File: config.mk
export PLATFORM = sky130hd
export DESIGN_NAME = capture_period_tachometer_flat
export DESIGN_NICKNAME = d
export VERILOG_FILES = /design/src/hw/rtl/cpt_pkg.sv /design/src/hw/rtl/cpt_cap_if.sv /design/src/hw/rtl/cpt_spd_if.sv /design/src/hw/rtl/cpt_ram.sv /design/src/hw/rtl/cpt_serial_div.sv /design/src/hw/rtl/capture_period_tachometer.sv /design/src/flat_wrapper.sv
export SDC_FILE = /design/constraint.sdc
export NUM_CORES = 1
export LEC_CHECK = 0
export ABC_AREA = 1
export BUFFER_PORTS_ARGS = -buffer_cell sky130_fd_sc_hd__buf_2
export CAP_MARGIN = 10
export CORE_MARGIN = 5
export CORE_UTILIZATION = 55
export DETAILED_ROUTE_END_ITERATION = 8
export PLACE_DENSITY = 0.72
export SYNTH_ARGS = -nofsm -noshare
export SYNTH_HDL_FRONTEND = slang
export SYNTH_SLANG_ARGS = --single-unit
File: constraint.sdc
create_clock -name clk -period 6.45 [get_ports clk]
set_input_delay 0.645 -clock clk [delete_from_list [all_inputs] [get_ports clk]]
set_output_delay 0.645 -clock clk [all_outputs]
set_load 0.05 [all_outputs]
File: src/hw/rtl/cpt_pkg.sv
// ----------------------------------------------------------------------------
// cpt_pkg
// Shared widths, register indexes and reset values of the capture-period
// tachometer.
// ----------------------------------------------------------------------------
package cpt_pkg;

  localparam int TOP_W     = 16;
  localparam int NUM_W     = 24;
  localparam int PPR_W     = 4;
  localparam int FRAC_BITS = 8;
  localparam int SPEED_W   = NUM_W + FRAC_BITS;
  localparam int CFG_W     = 24;
  localparam int CFG_IDX_W = 2;

  typedef logic [CFG_IDX_W-1:0] cfg_idx_t;

  localparam cfg_idx_t CFG_TIMER_TOP = 2'd0;
  localparam cfg_idx_t CFG_SPEED_NUM = 2'd1;
  localparam cfg_idx_t CFG_PPR       = 2'd2;

  localparam logic [TOP_W-1:0] TOP_RST = 16'hFFFF;
  localparam logic [NUM_W-1:0] NUM_RST = 24'd600000;
  localparam logic [PPR_W-1:0] PPR_RST = 4'd3;

endpackage

File: src/hw/rtl/cpt_cap_if.sv
// ----------------------------------------------------------------------------
// cpt_cap_if
// Capture channel: one timer capture value per beat.
// ----------------------------------------------------------------------------
interface cpt_cap_if #(
  parameter int W = 16
) ();
  logic         valid;
  logic         ready;
  logic [W-1:0] capture_value;

  modport source (output valid, output capture_value, input ready);
  modport sink   (input valid, input capture_value, output ready);
endinterface

File: src/hw/rtl/cpt_spd_if.sv
// ----------------------------------------------------------------------------
// cpt_spd_if
// Speed channel: one speed result per beat.
// ----------------------------------------------------------------------------
interface cpt_spd_if import cpt_pkg::*; ();
  logic               valid;
  logic               ready;
  logic [SPEED_W-1:0] speed_q8;
  logic               zero_period;

  modport source (output valid, output speed_q8, output zero_period, input ready);
  modport sink   (input valid, input speed_q8, input zero_period, output ready);
endinterface

File: src/hw/rtl/cpt_ram.sv
// ----------------------------------------------------------------------------
// cpt_ram
// Generic single-write, single-read RAM with registered read data.
// ----------------------------------------------------------------------------
module cpt_ram #(
  parameter int WIDTH = 16,
  parameter int DEPTH = 10
) (
  input  logic                     clk,
  input  logic                     we,
  input  logic [$clog2(DEPTH)-1:0] waddr,
  input  logic [WIDTH-1:0]         wdata,
  input  logic [$clog2(DEPTH)-1:0] raddr,
  output logic [WIDTH-1:0]         rdata
);

  logic [WIDTH-1:0] mem [DEPTH];
  logic [WIDTH-1:0] rdata_r;

  always_ff @(posedge clk) begin
    if (we) begin
      mem[waddr] <= wdata;
    end
    rdata_r <= mem[raddr];
  end

  assign rdata = rdata_r;

endmodule

File: src/hw/rtl/cpt_serial_div.sv
// ----------------------------------------------------------------------------
// cpt_serial_div
// Restoring divider, one quotient bit per cycle. The dividend shifts out of
// the top of a shift register while quotient bits shift in at the bottom.
// ----------------------------------------------------------------------------
module cpt_serial_div #(
  parameter int DVD_W = 32,
  parameter int DVR_W = 20
) (
  input  logic             clk,
  input  logic             rst_n,
  input  logic             start,
  input  logic [DVD_W-1:0] dividend,
  input  logic [DVR_W-1:0] divisor,
  output logic             done,
  output logic [DVD_W-1:0] quotient
);

  localparam int CNT_W = (DVD_W > 1) ? $clog2(DVD_W) : 1;

  logic             busy_r, busy_nxt;
  logic             done_r, done_nxt;
  logic [CNT_W-1:0] cnt_r, cnt_nxt;
  logic [DVD_W-1:0] dvd_r, dvd_nxt;
  logic [DVR_W-1:0] dvr_r, dvr_nxt;
  logic [DVR_W-1:0] rem_r, rem_nxt;
  logic [DVR_W:0]   rem_sh;
  logic [DVR_W:0]   diff;
  logic             ge;

  assign rem_sh = {rem_r, dvd_r[DVD_W-1]};
  assign diff   = rem_sh - {1'b0, dvr_r};
  assign ge     = (rem_sh >= {1'b0, dvr_r});

  always_comb begin
    busy_nxt = busy_r;
    done_nxt = 1'b0;
    cnt_nxt  = cnt_r;
    dvd_nxt  = dvd_r;
    dvr_nxt  = dvr_r;
    rem_nxt  = rem_r;
    if (start) begin
      busy_nxt = 1'b1;
      cnt_nxt  = '0;
      dvd_nxt  = dividend;
      dvr_nxt  = divisor;
      rem_nxt  = '0;
    end else if (busy_r) begin
      rem_nxt = ge ? diff[DVR_W-1:0] : rem_sh[DVR_W-1:0];
      dvd_nxt = {dvd_r[DVD_W-2:0], ge};
      cnt_nxt = cnt_r + 1'b1;
      if (cnt_r == CNT_W'(DVD_W - 1)) begin
        busy_nxt = 1'b0;
        done_nxt = 1'b1;
      end
    end
  end

  always_ff @(posedge clk) begin
    if (!rst_n) begin
      busy_r <= 1'b0;
      done_r <= 1'b0;
      cnt_r  <= '0;
    end else begin
      busy_r <= busy_nxt;
      done_r <= done_nxt;
      cnt_r  <= cnt_nxt;
    end
    dvd_r <= dvd_nxt;
    dvr_r <= dvr_nxt;
    rem_r <= rem_nxt;
  end

  assign done     = done_r;
  assign quotient = dvd_r;

endmodule

File: src/hw/rtl/capture_period_tachometer.sv
// ----------------------------------------------------------------------------
// capture_period_tachometer
// Averages the period of CAPTURE_DEPTH timer captures and converts it to a
// speed in revolutions per minute with 8 fraction bits.
// ----------------------------------------------------------------------------
// Usage:
//   in_cap carries one timer capture per beat. The first CAPTURE_DEPTH beats
//   are stored in a small RAM, one per cycle, with no result. The
//   next beat is dropped and starts the computation; in_cap.ready stays low
//   until it is done.
//   Computation: the RAM is walked and the intervals are summed, a bit-serial
//   division averages them, and a bit-serial division gives the speed; the
//   speed division is skipped when the divisor is zero. The two serial
//   dividers produce one quotient bit per cycle.
//   out_spd holds the result in an output register until it is taken; new
//   captures are still accepted meanwhile, but the following computation
//   waits until the register is empty.
//   cfg_* writes one register per cycle; write only while the block is idle.
//   Reset empties the store, drops any pending result and restores the
//   register defaults.
// ----------------------------------------------------------------------------
module capture_period_tachometer
  import cpt_pkg::*;
#(
  parameter int CAPTURE_DEPTH = 10,
  parameter int TIMER_BITS    = 16
) (
  input  logic              clk,
  input  logic              rst_n,
  cpt_cap_if.sink           in_cap,
  cpt_spd_if.source         out_spd,
  input  logic              cfg_we,
  input  cfg_idx_t          cfg_addr,
  input  logic [CFG_W-1:0]  cfg_wdata
);

  localparam int AW    = $clog2(CAPTURE_DEPTH);
  localparam int FC_W  = $clog2(CAPTURE_DEPTH + 1);
  localparam int DIV_N = CAPTURE_DEPTH - 1;
  localparam int DN_W  = $clog2(CAPTURE_DEPTH);
  localparam int SUM_W = TIMER_BITS + $clog2(DIV_N);
  localparam int DV_W  = TIMER_BITS + PPR_W;

  localparam logic [1:0] ST_FILL = 2'd0;
  localparam logic [1:0] ST_SUM  = 2'd1;
  localparam logic [1:0] ST_AVG  = 2'd2;
  localparam logic [1:0] ST_SPD  = 2'd3;

  logic [TOP_W-1:0]      timer_top_r;
  logic [NUM_W-1:0]      speed_num_r;
  logic [PPR_W-1:0]      ppr_r;

  logic [1:0]            state_r, state_nxt;
  logic [FC_W-1:0]       fill_cnt_r, fill_cnt_nxt;
  logic [FC_W-1:0]       rd_cnt_r, rd_cnt_nxt;
  logic [SUM_W-1:0]      sum_r, sum_nxt;
  logic [TIMER_BITS-1:0] prev_r, prev_nxt;
  logic [DV_W-1:0]       dvr_r, dvr_nxt;
  logic                  go_r, go_nxt;
  logic                  out_valid_r, out_valid_nxt;
  logic [SPEED_W-1:0]    speed_r, speed_nxt;
  logic                  zero_r, zero_nxt;

  logic                  full;
  logic                  in_acc;
  logic                  ram_we;
  logic [TIMER_BITS-1:0] rd_data;
  logic [TIMER_BITS-1:0] top_t;
  logic [TIMER_BITS-1:0] intv;
  logic                  avg_start;
  logic                  avg_done;
  logic [SUM_W-1:0]      avg_q;
  logic                  spd_start;
  logic                  spd_done;
  logic [SPEED_W-1:0]    spd_q;
  logic [DV_W-1:0]       product;

  assign full         = (fill_cnt_r == FC_W'(CAPTURE_DEPTH));
  assign in_cap.ready = (state_r == ST_FILL) && !(full && out_valid_r);
  assign in_acc       = in_cap.valid && in_cap.ready;
  assign ram_we       = in_acc && !full;

  // configuration registers
  always_ff @(posedge clk) begin
    if (!rst_n) begin
      timer_top_r <= TOP_RST;
      speed_num_r <= NUM_RST;
      ppr_r       <= PPR_RST;
    end else if (cfg_we) begin
      unique case (cfg_addr)
        CFG_TIMER_TOP: timer_top_r <= cfg_wdata[TOP_W-1:0];
        CFG_SPEED_NUM: speed_num_r <= cfg_wdata[NUM_W-1:0];
        CFG_PPR:       ppr_r       <= cfg_wdata[PPR_W-1:0];
        default:       ;
      endcase
    end
  end

  cpt_ram #(
    .WIDTH (TIMER_BITS),
    .DEPTH (CAPTURE_DEPTH)
  ) u_store (
    .clk   (clk),
    .we    (ram_we),
    .waddr (fill_cnt_r[AW-1:0]),
    .wdata (in_cap.capture_value),
    .raddr (rd_cnt_r[AW-1:0]),
    .rdata (rd_data)
  );

  // interval between prev_r (earlier) and rd_data (later), modulo timer_top_r + 1
  assign top_t = TIMER_BITS'(timer_top_r);
  assign intv  = (rd_data >= prev_r) ? (rd_data - prev_r)
                                     : (top_t - prev_r + rd_data + 1'b1);

  assign avg_start = go_r && (state_r == ST_AVG);
  assign spd_start = go_r && (state_r == ST_SPD) && (dvr_r != '0);
  assign product   = DV_W'(avg_q[TIMER_BITS-1:0]) * DV_W'(ppr_r);

  cpt_serial_div #(
    .DVD_W (SUM_W),
    .DVR_W (DN_W)
  ) u_avg_div (
    .clk      (clk),
    .rst_n    (rst_n),
    .start    (avg_start),
    .dividend (sum_r),
    .divisor  (DN_W'(DIV_N)),
    .done     (avg_done),
    .quotient (avg_q)
  );

  cpt_serial_div #(
    .DVD_W (SPEED_W),
    .DVR_W (DV_W)
  ) u_spd_div (
    .clk      (clk),
    .rst_n    (rst_n),
    .start    (spd_start),
    .dividend ({speed_num_r, {FRAC_BITS{1'b0}}}),
    .divisor  (dvr_r),
    .done     (spd_done),
    .quotient (spd_q)
  );

  always_comb begin
    state_nxt     = state_r;
    fill_cnt_nxt  = fill_cnt_r;
    rd_cnt_nxt    = rd_cnt_r;
    sum_nxt       = sum_r;
    prev_nxt      = prev_r;
    dvr_nxt       = dvr_r;
    go_nxt        = 1'b0;
    out_valid_nxt = out_valid_r && !out_spd.ready;
    speed_nxt     = speed_r;
    zero_nxt      = zero_r;
    unique case (state_r)
      ST_FILL: begin
        if (in_acc) begin
          if (!full) begin
            fill_cnt_nxt = fill_cnt_r + 1'b1;
          end else begin
            fill_cnt_nxt = '0;
            rd_cnt_nxt   = '0;
            sum_nxt      = '0;
            state_nxt    = ST_SUM;
          end
        end
      end
      ST_SUM: begin
        rd_cnt_nxt = rd_cnt_r + 1'b1;
        if (rd_cnt_r != '0) begin
          prev_nxt = rd_data;
        end
        if (rd_cnt_r >= FC_W'(2)) begin
          sum_nxt = sum_r + SUM_W'(intv);
        end
        if (rd_cnt_r == FC_W'(CAPTURE_DEPTH)) begin
          state_nxt = ST_AVG;
          go_nxt    = 1'b1;
        end
      end
      ST_AVG: begin
        if (avg_done) begin
          dvr_nxt   = product;
          state_nxt = ST_SPD;
          go_nxt    = 1'b1;
        end
      end
      ST_SPD: begin
        if (go_r && dvr_r == '0) begin
          speed_nxt     = '0;
          zero_nxt      = 1'b1;
          out_valid_nxt = 1'b1;
          state_nxt     = ST_FILL;
        end else if (spd_done) begin
          speed_nxt     = spd_q;
          zero_nxt      = 1'b0;
          out_valid_nxt = 1'b1;
          state_nxt     = ST_FILL;
        end
      end
      default: state_nxt = ST_FILL;
    endcase
  end

  always_ff @(posedge clk) begin
    if (!rst_n) begin
      state_r     <= ST_FILL;
      fill_cnt_r  <= '0;
      rd_cnt_r    <= '0;
      go_r        <= 1'b0;
      out_valid_r <= 1'b0;
    end else begin
      state_r     <= state_nxt;
      fill_cnt_r  <= fill_cnt_nxt;
      rd_cnt_r    <= rd_cnt_nxt;
      go_r        <= go_nxt;
      out_valid_r <= out_valid_nxt;
    end
    sum_r   <= sum_nxt;
    prev_r  <= prev_nxt;
    dvr_r   <= dvr_nxt;
    speed_r <= speed_nxt;
    zero_r  <= zero_nxt;
  end

  assign out_spd.valid       = out_valid_r;
  assign out_spd.speed_q8    = speed_r;
  assign out_spd.zero_period = zero_r;

endmodule

File: src/flat_wrapper.sv
// flat-port wrapper written by rule: the top's interface ports become plain ports
module capture_period_tachometer_flat import cpt_pkg::*;
#(
  parameter int CAPTURE_DEPTH = 10,
  parameter int TIMER_BITS    = 16
)
  (clk, rst_n, cfg_we, cfg_addr, cfg_wdata, in_cap_valid, in_cap_capture_value, in_cap_ready, out_spd_valid, out_spd_speed_q8, out_spd_zero_period, out_spd_ready);
  cpt_cap_if #(.W(TOP_W)) in_cap_i ();
  cpt_spd_if out_spd_i ();
  input  logic clk;
  input  logic rst_n;
  input  logic cfg_we;
  input  cfg_idx_t cfg_addr;
  input  logic [CFG_W-1:0] cfg_wdata;
  input wire logic [$bits(in_cap_i.valid)-1:0] in_cap_valid;
  input wire logic [$bits(in_cap_i.capture_value)-1:0] in_cap_capture_value;
  output wire logic [$bits(in_cap_i.ready)-1:0] in_cap_ready;
  output wire logic [$bits(out_spd_i.valid)-1:0] out_spd_valid;
  output wire logic [$bits(out_spd_i.speed_q8)-1:0] out_spd_speed_q8;
  output wire logic [$bits(out_spd_i.zero_period)-1:0] out_spd_zero_period;
  input wire logic [$bits(out_spd_i.ready)-1:0] out_spd_ready;
  assign in_cap_i.valid = in_cap_valid;
  assign in_cap_i.capture_value = in_cap_capture_value;
  assign in_cap_ready = in_cap_i.ready;
  assign out_spd_valid = out_spd_i.valid;
  assign out_spd_speed_q8 = out_spd_i.speed_q8;
  assign out_spd_zero_period = out_spd_i.zero_period;
  assign out_spd_i.ready = out_spd_ready;
  capture_period_tachometer #(.CAPTURE_DEPTH(CAPTURE_DEPTH), .TIMER_BITS(TIMER_BITS)) u_core (.clk(clk), .rst_n(rst_n), .in_cap(in_cap_i), .out_spd(out_spd_i), .cfg_we(cfg_we), .cfg_addr(cfg_addr), .cfg_wdata(cfg_wdata));
endmodule
==> impl_summary.md, run 1 <==
Run status
The run finished with clean final reports.

Pwr
The final total power is 0.007740 W. Cell internal power was estimated by the tool at 0.005264 W. The sequential power share is 41.5%. In this run switching power makes up 31.99% of total power.

The reported leakage power is 10.99 nW. The portion of total power attributed to the clock network is 32.3%. The worst-case vdd ir drop is 0.0002497 V. The combinational group share of total power is 26.2%. The power density over cell area is 308.3 nW/µm². Summed over all nets, the switching power comes to 0.002476 W.

Placement
Port buffering added 81 buffers. Including well taps, the total number of placed cells is 3099. The setup slack after placement is 2058 ps.

Detailed placement ended at an HPWL of 37.96 mm. The final weighted congestion of routability-driven global placement is 0.9329.

Yosys
The top cell type by area accounts for 41.32% of the synthesized area. The net count after synthesis is 2735. Yosys attributes the largest share of cell area to sky130_fd_sc_hd__edfxtp_1 41%, sky130_fd_sc_hd__dfxtp_1 10%, sky130_fd_sc_hd__nand2_1 9.7%.

In the synthesized netlist the dominant register cell turns out to be sky130_fd_sc_hd__edfxtp_1. The per-instance average area after synthesis is 8.970 µm². After synthesis the netlist holds a flip-flop and latch count of 431. For this run, the number of Yosys warnings is 0. In the synthesized netlist, the cells that appear most often are 590 x sky130_fd_sc_hd__nand2_1, 347 x sky130_fd_sc_hd__inv_1, 313 x sky130_fd_sc_hd__edfxtp_1, 276 x sky130_fd_sc_hd__nor2_1, 184 x sky130_fd_sc_hd__o21ai_0. The number of unique standard cell types used by synthesis is 47.

Sequential elements use 51.71% of the synthesized area. Counting every instance in the synthesized netlist gives 2536. The fraction of registers with async set or reset after synthesis is 0%. The most used standard cell by instance count after synthesis is sky130_fd_sc_hd__nand2_1.

The number of enable-type register cells in the synthesized netlist is 313. The cell area that synthesis handed to floorplanning was 22750 µm². sky130_fd_sc_hd__edfxtp_1 takes more of the synthesized area than any other cell.

Clock network
The number of buffers added for setup after CTS is 0. After clock tree synthesis, the clock-pin slew on the worst setup and hold paths is 70 ps. The number of gates resized after CTS was 0. The clock passes through at most 3 buffers. The tree is rooted in a sky130_fd_sc_hd__clkbuf_16. TritonCTS built the clock tree.

For this design, the CTS-stage hold fixing added 0 buffers. Counting every sink on the clock net gives 431. The later pin in the worst-skew pair is clocked with a latency of 580 ps. The maximum level of the CTS H-tree is 2. Clock tree synthesis inserted a total of 44 buffers.

Timing
The worst path in the final design needs a cycle of 4401 ps, including I/O delays and setup. The maximum clock frequency is 227.2 MHz. The setup violation total in the final timing report is 0. The final clock period utilization by the worst path is 68.23%.

Setup slack on the critical path of the routed design comes to 2049 ps. The actual slew at the worst max-slew pin is 979.5 ps. The number of hold-slack violations in the final timing report is 0. The final-report max-slew violation count is 0.

Setup total negative slack on the finished layout was measured at 0 ps. Setup repair after global routing left no endpoint under its margin. The worst pin sits at a relative slew slack of 34.47%. On the final layout, the worst clock skew is 18.78 ps.

Setup path
The worst reg-to-reg setup slack is 2050 ps. The slowest stage of the critical path is the sky130_fd_sc_hd__fa_1 cell. STA classifies the critical path startpoint as a flip-flop. For the worst flop-to-flop path, the logic depth is 25.

In this run the worst path has a maximum fanout of 25. The beginning of the worst register-to-register path is u_core.u_store.rdata[0]. The critical path contains buffers and inverters numbering 6 combined. The critical path runs through a total of 25 cells. The required time reported for the critical path endpoint is 6880 ps. Data on the critical path arrives at its endpoint at 4830 ps. The end of the worst register-to-register path is u_core.sum_r[14]. The largest stage delay on the critical path is 470 ps. In this design, the largest share of critical-path delay is due to simple AND/OR/NAND/NOR gates. The type of element capturing the critical path is a flip-flop. The startpoint-to-endpoint class of the critical path is reg -> reg.

Die
The overall die area is 45520 µm². The floorplan core area is 40830 µm². The horizontal die dimension is 213.4 µm. The initial utilization of the core area, before any placement, comes to 55.71%. In this run the vertical extent of the chip is 213.4 µm. The floorplan has 74 rows. The boundary pin count is 82.

Run
Max-cap violations in this run came to 0.

Layout
For this run, the post-layout net count is 2812. Of the cells placed in the final design, the portion with a size suffix greater than 1 is 7.928%. The area added between synthesis and finish is 10.36%.

The number of inserted filler cells in the final layout is 3400. The number of antenna diodes in the final layout is 0. The count of cells in the finished layout, fillers not included, comes to 3181.

Min path
The worst hold path stage count is 3. The startpoint identified for the worst hold timing path is cfg_wdata[19]. The path class of the tightest hold or removal check is in -> reg.

For hold timing, the worst endpoint is u_core.speed_num_r[19].

Detailed routing
The mean number of vias per cell is 5.406. After detailed routing, the average wire length per cell comes to 16.70 µm. The iteration-0 DRC count of the detailed router is 1513. The pre-antenna-repair detailed-routing pass consisted of 5 iterations. The detail route stage leaves a number of antenna-violating nets equal to 0. The count of unresolved DRC violations after routing is 0. Detailed routing inserted a total of 17200 vias.

Wires add up to 53.14 mm.

GRT
The pin count of the biggest net entering global routing is 83. The total global routing overflow is 0. For this run, the total global-route usage over all layers was measured as 23.10%.

The first global-routing pass estimated 84.86 mm of wire. The number of antenna violations at the first check in global routing came to 1. The via count of the first global-routing pass is 16510.
[through the flow]
step / utilization, % / instance area [µm²] / hold WS [ps]
2_1_floorplan: - / 22750 / 408.2
5_1_grt: 61.48 / 25100 / 298.8
3_5_place_dp: 58.03 / 23690 / 435.6
3_3_place_gp: 58.03 / 23690 / 417.2
4_1_cts: 61.48 / 25100 / 273.5
6_report: 61.48 / 25100 / 296.9
[per-layer routing]
layer / part of all wire (%) / track usage, % / vias to the layer above
li1: - / - / 8538
met1: 46 / 33.54 / 8094
met2: 46 / 37.26 / 483
met3: 6.0 / 2.780 / 78
met4: 2.3 / 6.404 / 2
met5: 0.024 / 0 / -
[worst reg2reg max path: stages, from the launching register on]
cell and delay (ps):
sky130_fd_sc_hd__dfxtp_1 320, sky130_fd_sc_hd__inv_1 90, sky130_fd_sc_hd__ha_1 170, sky130_fd_sc_hd__inv_1 80, sky130_fd_sc_hd__fa_1 470, sky130_fd_sc_hd__nand3_1 90, sky130_fd_sc_hd__nand2_1 110, sky130_fd_sc_hd__nand2_1 80
sky130_fd_sc_hd__nand3_1 130, sky130_fd_sc_hd__nand2_1 110, sky130_fd_sc_hd__nand3_2 360, sky130_fd_sc_hd__inv_1 360, sky130_fd_sc_hd__nand2_1 70, sky130_fd_sc_hd__o21ai_0 100, sky130_fd_sc_hd__ha_1 220, sky130_fd_sc_hd__inv_1 70
sky130_fd_sc_hd__fa_1 370, sky130_fd_sc_hd__inv_1 90, sky130_fd_sc_hd__nand3_1 70, sky130_fd_sc_hd__nand2_1 120, sky130_fd_sc_hd__inv_1 50, sky130_fd_sc_hd__o21bai_1 300, sky130_fd_sc_hd__nand3_1 120, sky130_fd_sc_hd__nand2_1 100
sky130_fd_sc_hd__o21ai_0 70, sky130_fd_sc_hd__a21oi_1 140
[placed cells by master, fill, tap and decap left out, types with 3 or more instances in the layout]
cell type and n:
sky130_fd_sc_hd__a21boi_0 3, sky130_fd_sc_hd__a21o_1 5, sky130_fd_sc_hd__a21oi_1 106, sky130_fd_sc_hd__a21oi_2 3, sky130_fd_sc_hd__a31oi_1 4, sky130_fd_sc_hd__buf_2 81
sky130_fd_sc_hd__buf_4 24, sky130_fd_sc_hd__bufinv_16 3, sky130_fd_sc_hd__clkbuf_1 13, sky130_fd_sc_hd__clkbuf_16 44, sky130_fd_sc_hd__clkbuf_8 3, sky130_fd_sc_hd__clkinv_1 6
sky130_fd_sc_hd__clkinv_2 6, sky130_fd_sc_hd__dfxtp_1 117, sky130_fd_sc_hd__edfxtp_1 313, sky130_fd_sc_hd__fa_1 46, sky130_fd_sc_hd__ha_1 106, sky130_fd_sc_hd__inv_1 346
sky130_fd_sc_hd__inv_2 6, sky130_fd_sc_hd__inv_6 3, sky130_fd_sc_hd__nand2_1 590, sky130_fd_sc_hd__nand2_2 7, sky130_fd_sc_hd__nand3_1 118, sky130_fd_sc_hd__nand3_2 3
sky130_fd_sc_hd__nand3b_1 18, sky130_fd_sc_hd__nand4_1 9, sky130_fd_sc_hd__nor2_1 274, sky130_fd_sc_hd__nor2_2 5, sky130_fd_sc_hd__nor3_1 21, sky130_fd_sc_hd__nor3_2 5
sky130_fd_sc_hd__o211ai_1 35, sky130_fd_sc_hd__o21a_1 5, sky130_fd_sc_hd__o21ai_0 184, sky130_fd_sc_hd__o21ai_1 14, sky130_fd_sc_hd__o21bai_1 11, sky130_fd_sc_hd__o22ai_1 41
sky130_fd_sc_hd__or2_2 6, sky130_fd_sc_hd__xnor2_1 15, sky130_fd_sc_hd__xor2_1 26
[how the worst max path moves through the flow]
stage                                       start                to  slack [ps]
after CTS                 u_core.u_store.rdata[0]  u_core.sum_r[10]        2030
after global placement    u_core.u_store.rdata[0]  u_core.sum_r[10]        2200
after floorplan           u_core.u_store.rdata[3]  u_core.sum_r[19]        2990
after global routing      u_core.u_store.rdata[0]  u_core.sum_r[14]        1510
final                     u_core.u_store.rdata[0]  u_core.sum_r[14]        2050
after detailed placement  u_core.u_store.rdata[0]  u_core.sum_r[10]        2060
[flip-flops by register name, indices dropped and copies added, names as in the netlist, 5 cells and up]
register	cells
u_core.u_spd_div.rem_r	20
u_core.prev_r	16
u_core.speed_num_r	24
u_core.u_spd_div.cnt_r	5
u_core.u_spd_div.dvr_r	20
u_core.out_spd.speed_q8	32
u_core.timer_top_r	16
u_core.u_avg_div.cnt_r	5
u_core.u_store.rdata	16
u_core.sum_r	20
u_core.u_store.mem	160
u_core.u_spd_div.quotient	32
u_core.u_avg_div.quotient	20
u_core.dvr_r	20
[cells by family after synthesis]
| kind of cell | Yosys count | synth area share, % |
|---|---|---|
| fa+ha+maj | 152 | 9.879 |
| buf+inv | 426 | 7.250 |
| flops | 431 | 51.71 |
| simple gates | 1069 | 19.39 |
| compound gates | 417 | 10.20 |
| xor+xnor | 41 | 1.579 |
[final cells by class]
class                      instances  area [µm²]  share of cell area [%]
sequential                       431       11760                   46.85
multi-input combinational       1679        9359                   37.28
inverter                         352        1321                   5.263
clock buffer                      60        1191                   4.745
tap                              532       665.6                   2.652
timing repair buffer             105       585.6                   2.333
clock inverter                    22       219.0                  0.8722
[power by group through the flow]
stage	clock network (W)	registers (W)	logic, W
floorplan	0	0.00324	0.00149
global placement	0	0.00327	0.00198
detailed placement	0	0.00327	0.00201
CTS	0.00255	0.00321	0.00202
global route	0.00266	0.00322	0.00230
finish	0.00250	0.00321	0.00203
Power figures use the tool's default switching activity.
==> run 2: changes to the inputs <==
Clock period 6.45 ns to 4.2 ns, I/O delays scaled along.
==> impl_summary.md, run 2 (same netlist as run 1, synthesis figures left out) <==
Run status
The flow ran to the end, and the final reports show no timing, DRC or antenna violations.

Setup path
The type of element capturing the critical path is a flip-flop. The critical path arrival was 4240 ps (-590 ps). In this design, the critical path's most frequently occurring cell is sky130_fd_sc_hd__a21oi_1. The family with the most delay on the worst path is compound AO/OA/AOI/OAI gates. The worst setup path is launched from a flip-flop. The startpoint-to-endpoint class of the critical path is reg -> reg.

The required time reported for the critical path endpoint was 4530 ps (-2350 ps). The largest stage delay on the critical path came to 530 ps (+60 ps). The combined buffer and inverter count along the critical path is 2 (-4). The signal on the critical path passes through inv_1 -> fa_1 -> inv_1 -> ha_1 -> a21oi_1 -> o21ai_1 -> nand4_1 -> nand3_1 -> nand2_1 -> nand2_1 -> o21ai_1 -> ha_1 -> a21oi_1 -> o21ai_0 -> a21oi_1 -> nand3_1 -> nor2_1 -> nor2_1. For this design, the slowest cell found on the critical path is sky130_fd_sc_hd__fa_1.

The critical-path maximum fanout is 4 (-84%).

Timing
The setup violation total in the final timing report was 0 (unchanged). The headroom to the max-slew limit is 34.45% (about the same). The setup clock skew after layout is 20.68 ps (+1.900 ps). The actual slew at the worst max-slew pin was 982.2 ps (+2.734 ps). The number of hold-slack violations in the final timing report is 0 (unchanged).

Setup repair after global routing could not meet its margin everywhere. The post-layout minimum cycle time came to 3906 ps (-495.2 ps). The minimum setup slack in the final design was 294.1 ps (-1755 ps). The maximum clock frequency is 256.0 MHz (+13%).

The worst hold slack across all endpoints is 61.45 ps (-235.5 ps). The final clock period utilization by the worst path was 93.00% (+25 points). The final-report max-slew violation count was 0 (unchanged). The final-layout setup total negative slack is 0 ps (unchanged).

Placement
The half-perimeter wire length after detailed placement came to 39.30 mm (+3.5%). The final weighted congestion of routability-driven global placement is 0.9506 (+1.9%). The number of buffers inserted by port buffering is 81 (unchanged). The setup slack after placement is 143.5 ps (-1915 ps).

Layout
Leaving out fill and tap cells, the most frequent cell in the layout is sky130_fd_sc_hd__nand2_1. The number of flip-flops in the largest register is 160 (unchanged). The final net count is 2820 (+0.28%).

The area added between synthesis and finish is 11.25%. The library cells used most frequently in the layout, excluding fill and tap cells, are 589 x sky130_fd_sc_hd__nand2_1, 346 x sky130_fd_sc_hd__inv_1, 313 x sky130_fd_sc_hd__edfxtp_1. The final design utilization is 61.98% (+0.49 points).

The antenna cell count came to 0 (unchanged). Counting flops per register, the top entry is u_core.u_store.mem. The proportion of layout cells with a drive suffix above 1 is 8.725% (+0.80 points).

Run
The number of maximum-capacitance constraint violations came to 0 (unchanged).

GRT
The number of antenna violations at the first check in global routing came to 0 (-1). The total global routing overflow is 0 (unchanged). The overall global routing resource usage was 23.87% (+0.77 points). The first-pass GRT wire length is 87.62 mm (+3.2%). The pin count of the biggest net entering global routing is 83 (unchanged). The via count of the first global-routing pass came to 17150 (+3.8%).

Pwr
The reported leakage power is 11.09 nW (+0.90%). The worst-case vdd ir drop is 0.0003375 V (+35%). The final total power is 0.01216 W (+57%). The power density over cell area is 480.6 nW/µm² (+56%).

Clock network
The number of sinks on the clock net is 431 (unchanged). The CTS buffer count is 46 (+4.5%). The clock latency at the later pin of the worst-skew pair is 580 ps (about the same). CTS placed an instance of sky130_fd_sc_hd__clkbuf_16 at the clock tree root. TritonCTS built the clock tree.

The post-CTS clock slew at the launch and capture registers of the worst setup and hold paths was 60 ps (about the same). The maximum level of the CTS H-tree is 2 (unchanged). The number of hold buffers added after cts is 0 (unchanged).

The maximum root-to-sink buffer count came to 3 (unchanged).

Detailed routing
The iteration-0 DRC count of the detailed router is 1670 (+10%). The routed wire length is 54.53 mm (+2.6%). The count of vias placed by the detailed router is 17470 (+1.6%). The count of unresolved DRC violations after routing is 0 (unchanged). The detailed-route wire length per cell came to 17.09 µm (+2.3%).

The mean number of vias per cell is 5.476 (+1.3%). The number of iterations in the first detailed-routing pass is 6 (+1). The number of antenna-violating nets in the routed design is 0 (unchanged).

Die
The die height is 213.4 µm (unchanged). The boundary pin count is 82 (unchanged). The horizontal die dimension was 213.4 µm (unchanged).

The overall die area is 45520 µm² (unchanged). The number of placement rows is 74 (unchanged). The floorplan core area is 40830 µm² (unchanged). The starting utilization of the core area is 55.71% (unchanged).

Min path
The worst hold path class is in -> reg.
-- run 2: changes by cell type in the layout (fill, tap and decap cells not counted), sizes merged --
cell and delta:
buf +6, bufinv -1, clkbuf +5, clkinv +2
clkinvlp +1, inv -3
-- run 2: timing repair --
item                       4_1_cts  5_1_grt
setup buffers                    0        0
gates resized for setup          0       11
setup endpoints to repair        0       10
-- run 2: metrics by stage --
step                      cells  cell area, µm²
after floorplan            2536           22750
after global placement     3105           23740
after detailed placement   3105           23740
after CTS                  3191           25270
after global routing       3191           25310
final                      3191           25310
-- run 2: cell type report --
class                           instances  area (µm²)
Inverter                              352        1321
Multi-Input combinational cell       1679        9390
Timing Repair Buffer                  111       630.6
Clock buffer                           65        1348
Fill cell                            3404       15530
Tap cell                              532       665.6
Clock inverter                         21       187.7
Sequential cell                       431       11760
-- run 2: per-layer routing --
| metal | GRT usage, % | wire length, µm |
|---|---|---|
| met4 | 5.373 | 1016 |
| met3 | 4.111 | 3380 |
| met2 | 39.50 | 25780 |
| met1 | 33.51 | 24360 |
| met5 | 0 | 0 |
-- run 2: worst min-delay path, stage by stage --
cell,delay (ps)
sky130_fd_sc_hd__buf_2,70
sky130_fd_sc_hd__nand2_1,40
sky130_fd_sc_hd__nand3_1,70
-- run 2: report_power, final --
part | leakage, nW | switching [W] | total (W) | internal [W]
logic | 6.59 | 0.00209 | 0.00318 | 0.00109
registers | 3.74 | 0.000115 | 0.00493 | 0.00482
clock network | 0.753 | 0.00167 | 0.00405 | 0.00238
total | 11.1 | 0.00387 | 0.0122 | 0.00829
-- run 2: worst paths after layout --
| check | start | slack, ps | end | depth (start not counted) |
|---|---|---|---|---|
| max | u_core.u_store.rdata[3] | 290 | u_core.sum_r[17] | 18 |
| min | cfg_wdata[19] | 60 | u_core.speed_num_r[19] | 3 |
| max reg2reg | u_core.u_store.rdata[3] | 290 | u_core.sum_r[17] | 18 |
| min reg2reg | u_core.u_store.rdata[0] | 430 | u_core.prev_r[0] | 0 |
